--- config.mk ---
export PLATFORM = sky130hd
export DESIGN_NAME = rover_drive_and_steering_control_unit
export DESIGN_NICKNAME = d
export VERILOG_FILES = /design/src/rdsc_pkg.sv /design/src/rdsc_ctrl.sv /design/src/rdsc_datapath.sv /design/src/rover_drive_and_steering_control_unit.sv
export SDC_FILE = /design/constraint.sdc
export NUM_CORES = 2
export LEC_CHECK = 0
export BUFFER_PORTS_ARGS = -buffer_cell sky130_fd_sc_hd__buf_4
export CORE_MARGIN = 3
export CORE_UTILIZATION = 60
export CTS_BUF_LIST = sky130_fd_sc_hd__clkbuf_2
export DETAILED_ROUTE_END_ITERATION = 12
export PLACE_DENSITY = 0.75
export SETUP_SLACK_MARGIN = 0.05
export SYNTH_ARGS = -nofsm -noshare
export SYNTH_HDL_FRONTEND = slang
export SYNTH_HIERARCHICAL = 1
export SYNTH_SLANG_ARGS = --single-unit
--- constraint.sdc ---
create_clock -name clk_i -period 17.7 [get_ports clk_i]
set_input_delay 0 -clock clk_i [delete_from_list [all_inputs] [get_ports clk_i]]
set_output_delay 0 -clock clk_i [all_outputs]
set_load 0.01 [all_outputs]
--- src/rdsc_pkg.sv ---
// Shared codes, constants and controller/datapath command type for the rover control unit.
package rdsc_pkg;

  // Input item kinds
  localparam logic [1:0] KIND_CMD  = 2'd0;
  localparam logic [1:0] KIND_TICK = 2'd1;
  localparam logic [1:0] KIND_LOST = 2'd2;

  // Event codes reported with every result
  localparam logic [3:0] EV_F       = 4'd0;
  localparam logic [3:0] EV_B       = 4'd1;
  localparam logic [3:0] EV_L       = 4'd2;
  localparam logic [3:0] EV_R       = 4'd3;
  localparam logic [3:0] EV_Q       = 4'd4;
  localparam logic [3:0] EV_E       = 4'd5;
  localparam logic [3:0] EV_Z       = 4'd6;
  localparam logic [3:0] EV_C       = 4'd7;
  localparam logic [3:0] EV_S       = 4'd8;
  localparam logic [3:0] EV_X       = 4'd9;
  localparam logic [3:0] EV_Y       = 4'd10;
  localparam logic [3:0] EV_UNKNOWN = 4'd11;
  localparam logic [3:0] EV_SPACE   = 4'd12;
  localparam logic [3:0] EV_TICK    = 4'd13;
  localparam logic [3:0] EV_STOP    = 4'd14;

  // Drive direction
  localparam logic [1:0] DIR_STOP = 2'd0;
  localparam logic [1:0] DIR_FWD  = 2'd1;
  localparam logic [1:0] DIR_BACK = 2'd2;

  // Configuration register indexes
  localparam logic [2:0] CFG_STEP_INTERVAL = 3'd0;
  localparam logic [2:0] CFG_STEP_SIZE     = 3'd1;
  localparam logic [2:0] CFG_LEFT_LIMIT    = 3'd2;
  localparam logic [2:0] CFG_RIGHT_LIMIT   = 3'd3;
  localparam logic [2:0] CFG_PWM_MIN       = 3'd4;
  localparam logic [2:0] CFG_PWM_MAX       = 3'd5;

  // Configuration reset values
  localparam logic [9:0]  RST_STEP_INTERVAL = 10'd30;
  localparam logic [6:0]  RST_STEP_SIZE     = 7'd1;
  localparam logic [6:0]  RST_LEFT_LIMIT    = 7'd35;
  localparam logic [6:0]  RST_RIGHT_LIMIT   = 7'd55;
  localparam logic [11:0] RST_PWM_MIN       = 12'd205;
  localparam logic [11:0] RST_PWM_MAX       = 12'd410;

  localparam logic [6:0] MaxLimit = 7'd90;

  // Wheel geometry: center angles, order FR, FL, RR, RL
  localparam logic [8:0] CenterFr = 9'd75;
  localparam logic [8:0] CenterFl = 9'd125;
  localparam logic [8:0] CenterRr = 9'd35;
  localparam logic [8:0] CenterRl = 9'd70;
  localparam logic [8:0] AngleMax = 9'd180;

  // Right-turn gains, one divider lane each (the 55 lane serves FR and RL)
  localparam int unsigned NumLanes = 3;
  localparam logic [5:0] RightGain [NumLanes] = '{6'd55, 6'd50, 6'd23};

  // Right scaling divider: quotient never exceeds the largest gain
  localparam int unsigned QuoW = 6;
  localparam int unsigned RemW = 14;

  // x/180 = (x>>2)/45, and (y/45) = (y*Recip45) >> Recip45Shift for y < 2^18
  localparam logic [24:0] Recip45      = 25'd23860930;
  localparam int unsigned Recip45Shift = 30;

  localparam int unsigned NumWheels = 4;

  typedef struct packed {
    logic       take;      // input request accepted this edge
    logic       prep;      // load divider lanes
    logic       div_step;  // one quotient bit
    logic [2:0] div_idx;   // quotient bit being resolved
    logic       mul1;      // angles times PWM span
    logic       mul2;      // divide by 180
    logic       load;      // write output register
  } rdsc_cmd_t;

endpackage

--- src/rdsc_ctrl.sv ---
// Sequencer for the rover control unit: handshakes and datapath command generation.
module rdsc_ctrl (
  input  logic                clk_i,
  input  logic                rst_ni,
  input  logic                s_axis_tvalid,
  output logic                s_axis_tready,
  output logic                m_axis_tvalid,
  input  logic                m_axis_tready,
  output rdsc_pkg::rdsc_cmd_t cmd_o
);
  import rdsc_pkg::*;

  localparam logic [2:0] ST_IDLE = 3'd0;
  localparam logic [2:0] ST_PREP = 3'd1;
  localparam logic [2:0] ST_DIV  = 3'd2;
  localparam logic [2:0] ST_MUL1 = 3'd3;
  localparam logic [2:0] ST_MUL2 = 3'd4;
  localparam logic [2:0] ST_LOAD = 3'd5;

  localparam logic [2:0] DivTop = 3'(QuoW - 1);

  logic [2:0] state_q, state_d;
  logic [2:0] idx_q, idx_d;
  logic       out_valid_q, out_valid_d;
  logic       take, load;

  assign s_axis_tready = (state_q == ST_IDLE);
  assign m_axis_tvalid = out_valid_q;
  assign take          = s_axis_tvalid && s_axis_tready;
  assign load          = (state_q == ST_LOAD) && (!out_valid_q || m_axis_tready);

  always_comb begin
    state_d = state_q;
    idx_d   = idx_q;
    unique case (state_q)
      ST_IDLE: if (take) state_d = ST_PREP;
      ST_PREP: begin
        idx_d   = DivTop;
        state_d = ST_DIV;
      end
      ST_DIV: begin
        if (idx_q == 3'd0) begin
          state_d = ST_MUL1;
        end else begin
          idx_d = idx_q - 3'd1;
        end
      end
      ST_MUL1: state_d = ST_MUL2;
      ST_MUL2: state_d = ST_LOAD;
      ST_LOAD: if (load) state_d = ST_IDLE;
      default: state_d = ST_IDLE;
    endcase
  end

  always_comb begin
    out_valid_d = out_valid_q;
    if (out_valid_q && m_axis_tready) out_valid_d = 1'b0;
    if (load) out_valid_d = 1'b1;
  end

  always_comb begin
    cmd_o          = '0;
    cmd_o.take     = take;
    cmd_o.prep     = (state_q == ST_PREP);
    cmd_o.div_step = (state_q == ST_DIV);
    cmd_o.div_idx  = idx_q;
    cmd_o.mul1     = (state_q == ST_MUL1);
    cmd_o.mul2     = (state_q == ST_MUL2);
    cmd_o.load     = load;
  end

  always_ff @(posedge clk_i or negedge rst_ni) begin
    if (!rst_ni) begin
      state_q     <= ST_IDLE;
      idx_q       <= '0;
      out_valid_q <= 1'b0;
    end else begin
      state_q     <= state_d;
      idx_q       <= idx_d;
      out_valid_q <= out_valid_d;
    end
  end

endmodule

--- src/rdsc_datapath.sv ---
// Datapath: config registers, command decode, steering ramp, right scaling divider, PWM mapping.
module rdsc_datapath (
  input  logic                clk_i,
  input  logic                rst_ni,
  input  rdsc_pkg::rdsc_cmd_t cmd_i,
  input  logic [1:0]          kind_i,
  input  logic [7:0]          command_byte_i,
  input  logic                cfg_we_i,
  input  logic [2:0]          cfg_index_i,
  input  logic [11:0]         cfg_data_i,
  output logic [63:0]         out_data_o,
  output logic [3:0]          out_user_o
);
  import rdsc_pkg::*;

  // Configuration
  logic [9:0]  interval_q;
  logic [6:0]  step_q, left_q, right_q;
  logic [11:0] pwm_min_q, pwm_max_q;

  // Control state
  logic signed [7:0] tgt_q, tgt_d, cur_q, cur_d;
  logic [9:0]        elapsed_q, elapsed_d;
  logic [1:0]        drive_q, drive_d;
  logic              pump_q, pump_d;
  logic [3:0]        code_q, code_d;
  logic              moved_q, moved_d;

  // Decode
  logic [7:0] up_c;
  logic [3:0] cmd_code;
  logic [6:0] eff_left, eff_right;
  logic signed [7:0] left_tgt, right_tgt;

  // Ramp
  logic signed [9:0] cur_x, tgt_x, up_sum, dn_sum;
  logic signed [7:0] ramp_val;
  logic [9:0]        el_inc;

  // Divider lanes
  logic [RemW-1:0] rem_q [NumLanes];
  logic [QuoW-1:0] quo_q [NumLanes];
  logic [7:0]      den_q;
  logic [6:0]      m_val;
  logic [RemW-1:0] num   [NumLanes];
  logic [RemW-1:0] trial;

  // PWM mapping
  logic signed [12:0] span;
  logic [11:0]        span_mag;
  logic [6:0]         e_mag;
  logic signed [9:0]  angle_s [NumWheels];
  logic [7:0]         angle   [NumWheels];
  logic [19:0]        prod_q  [NumWheels];
  logic [42:0]        wide    [NumWheels];
  logic [11:0]        q180_q  [NumWheels];
  logic [11:0]        pulse   [NumWheels];

  logic [63:0] out_data_q;
  logic [3:0]  out_user_q;

  assign out_data_o = out_data_q;
  assign out_user_o = out_user_q;

  // ---------------- configuration ----------------
  always_ff @(posedge clk_i or negedge rst_ni) begin
    if (!rst_ni) begin
      interval_q <= RST_STEP_INTERVAL;
      step_q     <= RST_STEP_SIZE;
      left_q     <= RST_LEFT_LIMIT;
      right_q    <= RST_RIGHT_LIMIT;
      pwm_min_q  <= RST_PWM_MIN;
      pwm_max_q  <= RST_PWM_MAX;
    end else if (cfg_we_i) begin
      unique case (cfg_index_i)
        CFG_STEP_INTERVAL: interval_q <= cfg_data_i[9:0];
        CFG_STEP_SIZE:     step_q     <= cfg_data_i[6:0];
        CFG_LEFT_LIMIT:    left_q     <= cfg_data_i[6:0];
        CFG_RIGHT_LIMIT:   right_q    <= cfg_data_i[6:0];
        CFG_PWM_MIN:       pwm_min_q  <= cfg_data_i;
        CFG_PWM_MAX:       pwm_max_q  <= cfg_data_i;
        default: ;
      endcase
    end
  end

  assign eff_left  = (left_q > MaxLimit) ? MaxLimit : left_q;
  assign eff_right = (right_q == 7'd0) ? 7'd1 : ((right_q > MaxLimit) ? MaxLimit : right_q);
  assign left_tgt  = -$signed({1'b0, eff_left});
  assign right_tgt = $signed({1'b0, eff_right});

  // ---------------- command decode ----------------
  always_comb begin
    up_c = command_byte_i;
    if (command_byte_i >= 8'h61 && command_byte_i <= 8'h7a) up_c = command_byte_i - 8'h20;
  end

  always_comb begin
    unique case (up_c)
      8'h0d, 8'h0a, 8'h20: cmd_code = EV_SPACE;
      8'h46: cmd_code = EV_F;
      8'h42: cmd_code = EV_B;
      8'h4c: cmd_code = EV_L;
      8'h52: cmd_code = EV_R;
      8'h51: cmd_code = EV_Q;
      8'h45: cmd_code = EV_E;
      8'h5a: cmd_code = EV_Z;
      8'h43: cmd_code = EV_C;
      8'h53: cmd_code = EV_S;
      8'h58: cmd_code = EV_X;
      8'h59: cmd_code = EV_Y;
      default: cmd_code = EV_UNKNOWN;
    endcase
  end

  // ---------------- steering ramp ----------------
  always_comb begin
    cur_x  = 10'(cur_q);
    tgt_x  = 10'(tgt_q);
    up_sum = cur_x + $signed({3'b000, step_q});
    dn_sum = cur_x - $signed({3'b000, step_q});
    if (cur_q < tgt_q) begin
      ramp_val = (up_sum > tgt_x) ? tgt_q : up_sum[7:0];
    end else if (cur_q > tgt_q) begin
      ramp_val = (dn_sum < tgt_x) ? tgt_q : dn_sum[7:0];
    end else begin
      ramp_val = cur_q;
    end
    el_inc = elapsed_q + 10'd1;
  end

  // ---------------- next state per item ----------------
  always_comb begin
    tgt_d     = tgt_q;
    cur_d     = cur_q;
    elapsed_d = elapsed_q;
    drive_d   = drive_q;
    pump_d    = pump_q;
    moved_d   = 1'b0;
    code_d    = EV_UNKNOWN;
    unique case (kind_i)
      KIND_CMD: begin
        code_d = cmd_code;
        unique case (cmd_code)
          EV_F: begin tgt_d = '0;        drive_d = DIR_FWD;  end
          EV_B: begin tgt_d = '0;        drive_d = DIR_BACK; end
          EV_L: begin tgt_d = left_tgt;  drive_d = DIR_STOP; end
          EV_R: begin tgt_d = right_tgt; drive_d = DIR_STOP; end
          EV_Q: begin tgt_d = left_tgt;  drive_d = DIR_FWD;  end
          EV_E: begin tgt_d = right_tgt; drive_d = DIR_FWD;  end
          EV_Z: begin tgt_d = left_tgt;  drive_d = DIR_BACK; end
          EV_C: begin tgt_d = right_tgt; drive_d = DIR_BACK; end
          EV_S: begin tgt_d = '0;        drive_d = DIR_STOP; pump_d = 1'b0; end
          EV_X: pump_d = 1'b1;
          EV_Y: pump_d = 1'b0;
          default: ;
        endcase
      end
      KIND_TICK: begin
        code_d    = EV_TICK;
        elapsed_d = el_inc;
        if (el_inc >= interval_q) begin
          elapsed_d = '0;
          cur_d     = ramp_val;
          moved_d   = (ramp_val != cur_q);
        end
      end
      KIND_LOST: begin
        code_d  = EV_STOP;
        tgt_d   = '0;
        drive_d = DIR_STOP;
        pump_d  = 1'b0;
      end
      default: ;
    endcase
  end

  always_ff @(posedge clk_i or negedge rst_ni) begin
    if (!rst_ni) begin
      tgt_q     <= '0;
      cur_q     <= '0;
      elapsed_q <= '0;
      drive_q   <= DIR_STOP;
      pump_q    <= 1'b0;
      code_q    <= EV_UNKNOWN;
      moved_q   <= 1'b0;
    end else if (cmd_i.take) begin
      tgt_q     <= tgt_d;
      cur_q     <= cur_d;
      elapsed_q <= elapsed_d;
      drive_q   <= drive_d;
      pump_q    <= pump_d;
      code_q    <= code_d;
      moved_q   <= moved_d;
    end
  end

  // ---------------- right scaling: (2*g*m + R) / (2R), one bit per cycle ----------------
  always_comb begin
    m_val = '0;
    if (!cur_q[7]) m_val = (cur_q[6:0] < eff_right) ? cur_q[6:0] : eff_right;
    for (int k = 0; k < NumLanes; k++) begin
      num[k] = RemW'({RightGain[k], 1'b0}) * RemW'(m_val) + RemW'(eff_right);
    end
    trial = RemW'({6'b0, den_q}) << cmd_i.div_idx;
  end

  always_ff @(posedge clk_i) begin
    if (cmd_i.prep) begin
      den_q <= {eff_right, 1'b0};
      for (int k = 0; k < NumLanes; k++) begin
        rem_q[k] <= num[k];
        quo_q[k] <= '0;
      end
    end else if (cmd_i.div_step) begin
      for (int k = 0; k < NumLanes; k++) begin
        if (rem_q[k] >= trial) begin
          rem_q[k]                <= rem_q[k] - trial;
          quo_q[k][cmd_i.div_idx] <= 1'b1;
        end
      end
    end
  end

  // ---------------- wheel angles and PWM counts ----------------
  assign span     = $signed({1'b0, pwm_max_q}) - $signed({1'b0, pwm_min_q});
  assign span_mag = span[12] ? 12'(-span) : span[11:0];
  assign e_mag    = 7'(-cur_q);

  always_comb begin
    if (cur_q[7]) begin
      angle_s[0] = $signed({1'b0, CenterFr}) - $signed({3'b0, e_mag});
      angle_s[1] = $signed({1'b0, CenterFl}) - $signed({3'b0, e_mag});
      angle_s[2] = $signed({1'b0, CenterRr}) + $signed({3'b0, e_mag});
      angle_s[3] = $signed({1'b0, CenterRl}) + $signed({3'b0, e_mag});
    end else begin
      angle_s[0] = $signed({1'b0, CenterFr}) + $signed({4'b0, quo_q[0]});
      angle_s[1] = $signed({1'b0, CenterFl}) + $signed({4'b0, quo_q[1]});
      angle_s[2] = $signed({1'b0, CenterRr}) - $signed({4'b0, quo_q[2]});
      angle_s[3] = $signed({1'b0, CenterRl}) - $signed({4'b0, quo_q[0]});
    end
    for (int w = 0; w < NumWheels; w++) begin
      if (angle_s[w] < 0) begin
        angle[w] = '0;
      end else if (angle_s[w] > $signed({1'b0, AngleMax})) begin
        angle[w] = AngleMax[7:0];
      end else begin
        angle[w] = angle_s[w][7:0];
      end
      wide[w]  = {25'b0, prod_q[w][19:2]} * {18'b0, Recip45};
      pulse[w] = span[12] ? (pwm_min_q - q180_q[w]) : (pwm_min_q + q180_q[w]);
    end
  end

  always_ff @(posedge clk_i) begin
    for (int w = 0; w < NumWheels; w++) begin
      if (cmd_i.mul1) prod_q[w] <= {12'b0, angle[w]} * {8'b0, span_mag};
      if (cmd_i.mul2) q180_q[w] <= wide[w][Recip45Shift+11:Recip45Shift];
    end
  end

  // ---------------- output register ----------------
  always_ff @(posedge clk_i) begin
    if (cmd_i.load) begin
      out_data_q <= {4'b0, pulse[3], pulse[2], pulse[1], pulse[0],
                     moved_q, cur_q, pump_q, drive_q};
      out_user_q <= code_q;
    end
  end

endmodule

--- src/rover_drive_and_steering_control_unit.sv ---
// Top level of the rover drive and steering control unit.
//
// Input stream: s_axis_tuser carries the item kind (command byte, 1 ms tick,
// link lost), s_axis_tdata the command byte. Output stream: one result per
// request, drive/pump state, steering offset and four servo PWM counts in
// m_axis_tdata, event code in m_axis_tuser.
// Config channel: cfg_index_i selects the register, cfg_data_i holds the
// value (low bits used); always ready, write only while the unit is idle.
// Sequence: an accepted request passes through a prepare state, the radix-2
// divider that scales the right-turn offset, two multiply stages for the PWM
// mapping and the output load; a new request is taken only once the unit is
// back in idle after that load.
// The output register holds a finished result while the receiver stalls;
// the next request may be taken meanwhile, but its result waits until the
// register is free.
// Reset: registers return to their defaults, offset, target, tick counter,
// drive and pump clear, and no result is pending.
module rover_drive_and_steering_control_unit (
  input  logic        clk_i,
  input  logic        rst_ni,
  input  logic        s_axis_tvalid,
  output logic        s_axis_tready,
  input  logic [7:0]  s_axis_tdata,   // [7:0] command_byte
  input  logic [1:0]  s_axis_tuser,   // [1:0] kind
  output logic        m_axis_tvalid,
  input  logic        m_axis_tready,
  output logic [63:0] m_axis_tdata,   // [1:0] motor_dir, [2] pump_on, [10:3] steer_offset,
                                      // [11] servo_moved, [23:12] pulse_front_right,
                                      // [35:24] pulse_front_left, [47:36] pulse_rear_right,
                                      // [59:48] pulse_rear_left, [63:60] zero
  output logic [3:0]  m_axis_tuser,   // [3:0] event_code
  input  logic        cfg_valid_i,
  output logic        cfg_ready_o,
  input  logic [2:0]  cfg_index_i,
  input  logic [11:0] cfg_data_i
);
  import rdsc_pkg::*;

  rdsc_cmd_t cmd;

  assign cfg_ready_o = 1'b1;

  rdsc_ctrl u_ctrl (
    .clk_i         (clk_i),
    .rst_ni        (rst_ni),
    .s_axis_tvalid (s_axis_tvalid),
    .s_axis_tready (s_axis_tready),
    .m_axis_tvalid (m_axis_tvalid),
    .m_axis_tready (m_axis_tready),
    .cmd_o         (cmd)
  );

  rdsc_datapath u_datapath (
    .clk_i          (clk_i),
    .rst_ni         (rst_ni),
    .cmd_i          (cmd),
    .kind_i         (s_axis_tuser),
    .command_byte_i (s_axis_tdata),
    .cfg_we_i       (cfg_valid_i),
    .cfg_index_i    (cfg_index_i),
    .cfg_data_i     (cfg_data_i),
    .out_data_o     (m_axis_tdata),
    .out_user_o     (m_axis_tuser)
  );

endmodule
# Word-level counts from Yosys, hierarchy flattened
# Memories as Yosys holds them, arrays and structs flattened.
# Cells that the tools add are included.
# classes
n_mux	87
reduce_logical	37
eq_ne	44
n_lt_le_gt_ge	23
n_bitwise	21
n_shift	1
n_addsub	31
n_mul	11
# ops
op	count
18-bit by 24-bit multiplier with 41-bit output (second input constant)	4
8-bit 2-to-1 mux	13
8-bit by 7-bit == test with 1-bit output (second input constant)	11
8-bit by 12-bit multiplier with 20-bit output	4
12-bit 2-to-1 mux	5
12-bit adder	4
4-bit case mux with 12 select lines	1
12-bit subtractor	4
14-bit greater-or-equal comparator	3
14-bit 2-to-1 mux	3
14-bit subtractor	3
1-bit 2-to-1 mux	41
10-bit by 9-bit greater-than comparator with 1-bit output (second input constant)	4
10-bit by 1-bit < comparator with 1-bit output (second input constant)	4
40-bit 2-to-1 mux	1
7-bit 2-to-1 mux	5
14-bit by 7-bit adder with 14-bit output	2
5-bit by 7-bit multiplier with 12-bit output (first input constant)	2
8-bit case mux with 3 select lines	1
1-bit OR	21
3-bit OR reduction	7
6-bit 2-to-1 mux	3
3-bit case mux with 6 select lines	1
7-bit by 6-bit adder with 8-bit output (first input constant)	2
64 further kinds	106
# word_totals
ff_bits	167
n_memories	4
mem_bits_rw	188
out_inout_bits	71
in_bits	30
# mem_list
name	depth	word_bits	read_ports	rd_ports_with_merged_regs	wr	line	text
u_datapath.prod_q	4	20	4	0	4	rdsc_datapath.sv:54	logic [19:0] prod_q [NumWheels];
u_datapath.q180_q	4	12	4	0	4	rdsc_datapath.sv:56	logic [11:0] q180_q [NumWheels];
u_datapath.rem_q	3	14	3	0	3	rdsc_datapath.sv:41	logic [RemW-1:0] rem_q [NumLanes];
u_datapath.quo_q	3	6	3	0	3	rdsc_datapath.sv:42	logic [QuoW-1:0] quo_q [NumLanes];

# Longest topological paths before layout
# logic_depth
word_depth	10
depth_mapped	35
ltp_nobuf	32

# By module
# Netlist, hierarchy kept.
# by_module_without_submodules
mod	area_per_inst_um2	n_inst	cells_per_inst	seq_area_each_um2
rdsc_datapath	54314.6	1	5641	9736.8
rdsc_ctrl	409.1	1	41	175.2
rover_drive_and_steering_control_unit	11.3	1	2	0.0

# Least setup slack after synthesis
# Ideal clock, no wire load.
# synth_path
kind	register -> register
start	register u_datapath.pwm_min_q[1]
end	memory u_datapath.prod_q[0][18], data pin
slack_ns	10.604
path_stages_with_launch	29
period_less_slack_ns	7.096
arrival_time_ns	6.838
required_time_ns	17.442
path_cell_list	dfrtp_1 > inv_1 > fa_1 > a21o_1 > a21oi_1 > o21ai_1 > o41ai_2 > a2bb2oi_1 > a21oi_1 > nor2_1 > xor2_1 > clkbuf_1 > nor2_1 > fa_1 > fa_1 > inv_1 > fa_1 > inv_1 > fa_1 > ha_1 > inv_1 > o21bai_1 > a21o_1 > a21oi_1 > o21ai_0 > o41ai_1 > o2111ai_1 > a21oi_1 > xnor2_1
# synth_lines
element	line	text
from (decl)	rdsc_datapath.sv:19	logic [11:0] pwm_min_q, pwm_max_q;
from (signal assigned)	rdsc_datapath.sv:80	CFG_PWM_MIN: pwm_min_q <= cfg_data_i;
to (decl)	rdsc_datapath.sv:54	

==> results_dict.tcl <==
set metrics [dict create \
    synth_top_cells_by_count "sky130_fd_sc_hd__inv_1 (1,171), sky130_fd_sc_hd__ha_1 (940), sky130_fd_sc_hd__fa_1 (656)" \
    vias 39906 \
    chip_height_um 308.0 \
    yosys_register_bits 345 \
    drt_first_pass_iters 6 \
    row_count 110 \
    yosysTopAreaCell "sky130_fd_sc_hd__fa_1" \
    worstHoldPathType "input pin to register" \
    synthArstFlopShare_pct 27.83 \
    clock_path_buffers 3 \
    clk_root_buffer_cell "sky130_fd_sc_hd__clkbuf_2" \
    nets 7494 \
    cp_slowest_cell "sky130_fd_sc_hd__xnor2_1" \
    synth_top_cells_by_area "sky130_fd_sc_hd__fa_1 (24%), sky130_fd_sc_hd__ha_1 (21%), sky130_fd_sc_hd__edfxtp_1 (14%)" \
    count_of_different_cell_masters_after_synthesis 100 \
    postRouteAntennaNets 0 \
    final_layout_size_suffix_gt1_share_pct 8.227 \
    dp.final_hpwl_um 104400 \
    antenna_found_initial 3 \
    area_taken_by_multi_input_logic_gates_um2 39930 \
    top_area_cell_type_share_of_the_netlist_area_pct 23.99 \
    dominantRegCellSynth "sky130_fd_sc_hd__edfxtp_1" \
    core-area_um2 90290 \
    outcome "finished clean" \
    critPathMaxFanout 15 \
    slowest_delay_ns 0.79 \
    clock_sink_count 345 \
    max_clock_freq_mhz 118.3 \
    design.die.area_um2 94890 \
    ioPinCount 101 \
    finalWorstPathRequiredPeriod_ns 8.451 \
    detailedRoute.firstIterationViolations 2282 \
    initial_core_util_pct 60.62 \
    yosysMostFrequentCell "sky130_fd_sc_hd__inv_1" \
    slew_violations 0 \
    tritoncts "done" \
    register_area_um2 9913 \
    worst_clock_skew_ns 0.1286 \
    final-setup-viol-count 0 \
    layout.core_utilization_pct 64.82 \
    max_cap_viol_count 0 \
    avgViaCountPerCell 5.603 \
    cts_made_buffers 93 \
    critPathRequiredTime_ns 18.50 \
    netlist_area_um2 54730 \
    grt_usage_pct 27.73 \
    instance_count_of_the_mapped_netlist 5684 \
    syn_avg_cell_area_um2 9.630 \
    grt_first_pass_wirelength_um 211500 \
    grt_remaining_overflow 0 \
    yosysWarnings 6 \
    grt_start_max_net_pins 68 \
    synth-edff-count 249 \
    post-route-period-util_pct 47.75 \
    unrepaired_setup_endpoints_after_global_routing "no" \
    place.port_buffers 95 \
    timing_worst_slew_pin_value_ns 1.052 \
    cts.clk_slew.worst_paths_ns 0.10 \
    post-cts-setup-buffers 0 \
    worst-endpoint-arrival_ns 9.25 \
    tns_ns 0 \
    worst_slew_margin_rel_pct 29.34 \
    seq_area_frac_synth_pct 18.11 \
    hold_vio_cnt_final 0 \
    first_global_vias 41817 \
    routedWlPerCell_um 18.01 \
    cts.repair.resized 0 \
    gp_congestion 0.9241 \
    flow.area_growth_from_synthesis_pct 6.929 \
    holdBufCountCts 96 \
    htreeDepth 3 \
    worst_setup_path_end_kind "register" \
    post-route-drc-count 0 \
    n_fill_cell 7425 \
    worst_skew_pair.late_latency_ns 1.14 \
    worstSetupStartpointType "register" \
    worstSetupPathType "register to register" \
    die_x_um 308.0 \
    routed_wl_um 128300 \
]
==> through the flow <==
stage / instance area, um^2 / cells / hold slack (ns) / worst slack (ns)
floorplan: 54750 / 5687 / -0.2956 / 10.60
global placement: 56710 / 6853 / -0.03141 / 9.685
detailed placement: 56710 / 6853 / -0.02725 / 9.503
CTS: 58520 / 7120 / 0.03667 / 9.355
global route: 58530 / 7122 / 0.1430 / 8.687
finish: 58530 / 7122 / 0.2148 / 9.249
==> registers in the layout (all words and copies together) (netlist names), 7 cells and up <==
signal / cells
u_datapath/interval_q: 10
u_datapath/right_q: 7
u_datapath/pwm_max_q: 12
u_datapath/rem_q: 40
u_datapath/step_q: 7
u_datapath/den_q: 7
u_datapath/q180_q: 48
u_datapath/prod_q: 72
u_datapath/tgt_q: 8
u_datapath/elapsed_q: 10
u_datapath/left_q: 7
u_datapath/cur_q: 8
u_datapath/pwm_min_q: 12
u_datapath/out_data_o: 60
u_datapath/quo_q: 18
==> cells in the final DEF, fill, tap and decap left out, types with 11 or more instances in the layout <==
cell,netlist,layout
sky130_fd_sc_hd__inv_1,1171,1171
sky130_fd_sc_hd__ha_1,940,940
sky130_fd_sc_hd__fa_1,656,656
sky130_fd_sc_hd__nor2_1,467,465
sky130_fd_sc_hd__xnor2_1,256,254
sky130_fd_sc_hd__edfxtp_1,249,249
sky130_fd_sc_hd__a21oi_1,239,238
sky130_fd_sc_hd__nand2_1,203,203
sky130_fd_sc_hd__o21ai_0,164,164
sky130_fd_sc_hd__clkbuf_2,0,132
sky130_fd_sc_hd__buf_4,7,131
sky130_fd_sc_hd__dlygate4sd3_1,0,95
sky130_fd_sc_hd__nand3_1,94,94
sky130_fd_sc_hd__xor2_1,89,83
sky130_fd_sc_hd__nand2b_1,81,81
sky130_fd_sc_hd__a21o_1,75,75
sky130_fd_sc_hd__or2_2,75,75
sky130_fd_sc_hd__nor3_1,74,73
sky130_fd_sc_hd__dfrtp_1,70,69
sky130_fd_sc_hd__mux2i_1,63,62
sky130_fd_sc_hd__mux2_2,48,48
sky130_fd_sc_hd__o21bai_1,48,48
sky130_fd_sc_hd__nor2b_1,46,45
sky130_fd_sc_hd__o21a_1,31,31
sky130_fd_sc_hd__or3_1,27,27
sky130_fd_sc_hd__nand4_1,27,27
sky130_fd_sc_hd__dfstp_2,26,26
sky130_fd_sc_hd__clkinv_1,1,23
sky130_fd_sc_hd__a211oi_1,22,22
sky130_fd_sc_hd__a31oi_1,18,18
sky130_fd_sc_hd__and2_1,16,16
sky130_fd_sc_hd__and3_1,16,16
sky130_fd_sc_hd__clkinv_2,2,15
sky130_fd_sc_hd__nor4_1,15,15
sky130_fd_sc_hd__o22ai_1,14,14
sky130_fd_sc_hd__o31ai_1,12,12
sky130_fd_sc_hd__o211ai_1,11,11
sky130_fd_sc_hd__a31o_2,11,11
==> worst paths after layout <==
kind	startpoint	end	slack, ns	cells after the start
worst max-delay path	u_datapath/cur_q[0]	u_datapath/prod_q[3][19]	9.25	27
worst min register to register	u_datapath/drive_q[1]	u_datapath/out_data_o[1]	0.45	0
min in group asynchronous	rst_ni	u_datapath/step_q[5]	0.42	5
max in group asynchronous	rst_ni	u_datapath/moved_q	16.07	6
worst min-delay path	cfg_index_i[2]	u_datapath/right_q[4]	0.21	4
worst max register to register	u_datapath/cur_q[0]	u_datapath/prod_q[3][19]	9.25	27
==> critical path: cells and delay by family, from the launching register on <==
kind | cells | cell delay (ns)
compound gates | 9 | 2.38
fa+ha+maj | 6 | 2.34
xor+xnor | 2 | 0.92
flops | 1 | 0.69
simple gates | 6 | 1.38
buf+inv | 4 | 0.44
==> cell type report <==
class | instances | area share, %
diodes | 2 | 0.008551
clock buffers | 132 | 1.129
inverters | 1175 | 7.540
multi-input cells | 4026 | 68.23
clock inverters | 39 | 0.3014
repair buffers | 227 | 3.339
well taps | 1176 | 2.514
flip-flops and latches | 345 | 16.94
==> cell families after synthesis <==
group	Yosys count	share of synthesized area [%]
AO/OA/AOI/OAI	767	8.938
other	2	0.01372
multiplexers	114	2.201
flip-flops	345	18.11
XOR/XNOR	349	5.639
adder cells (fa/ha/maj)	1596	45.48
AND/OR/NAND/NOR	1195	10.44
buffers and inverters	1316	9.178
==> metal layers <==
layer	GRT usage, %	part of all wire, %	vias up	routed length, um
li1	-	-	19007	-
met1	36.48	43	19463	54970
met2	47.90	48	1170	62130
met3	3.646	5.8	266	7389
met4	8.462	3.0	0	3803
met5	0	0	-	0
Power is left out: the tool's default activity adds up to more than one toggle a clock period on the data nets, which glitch-free logic cannot reach.
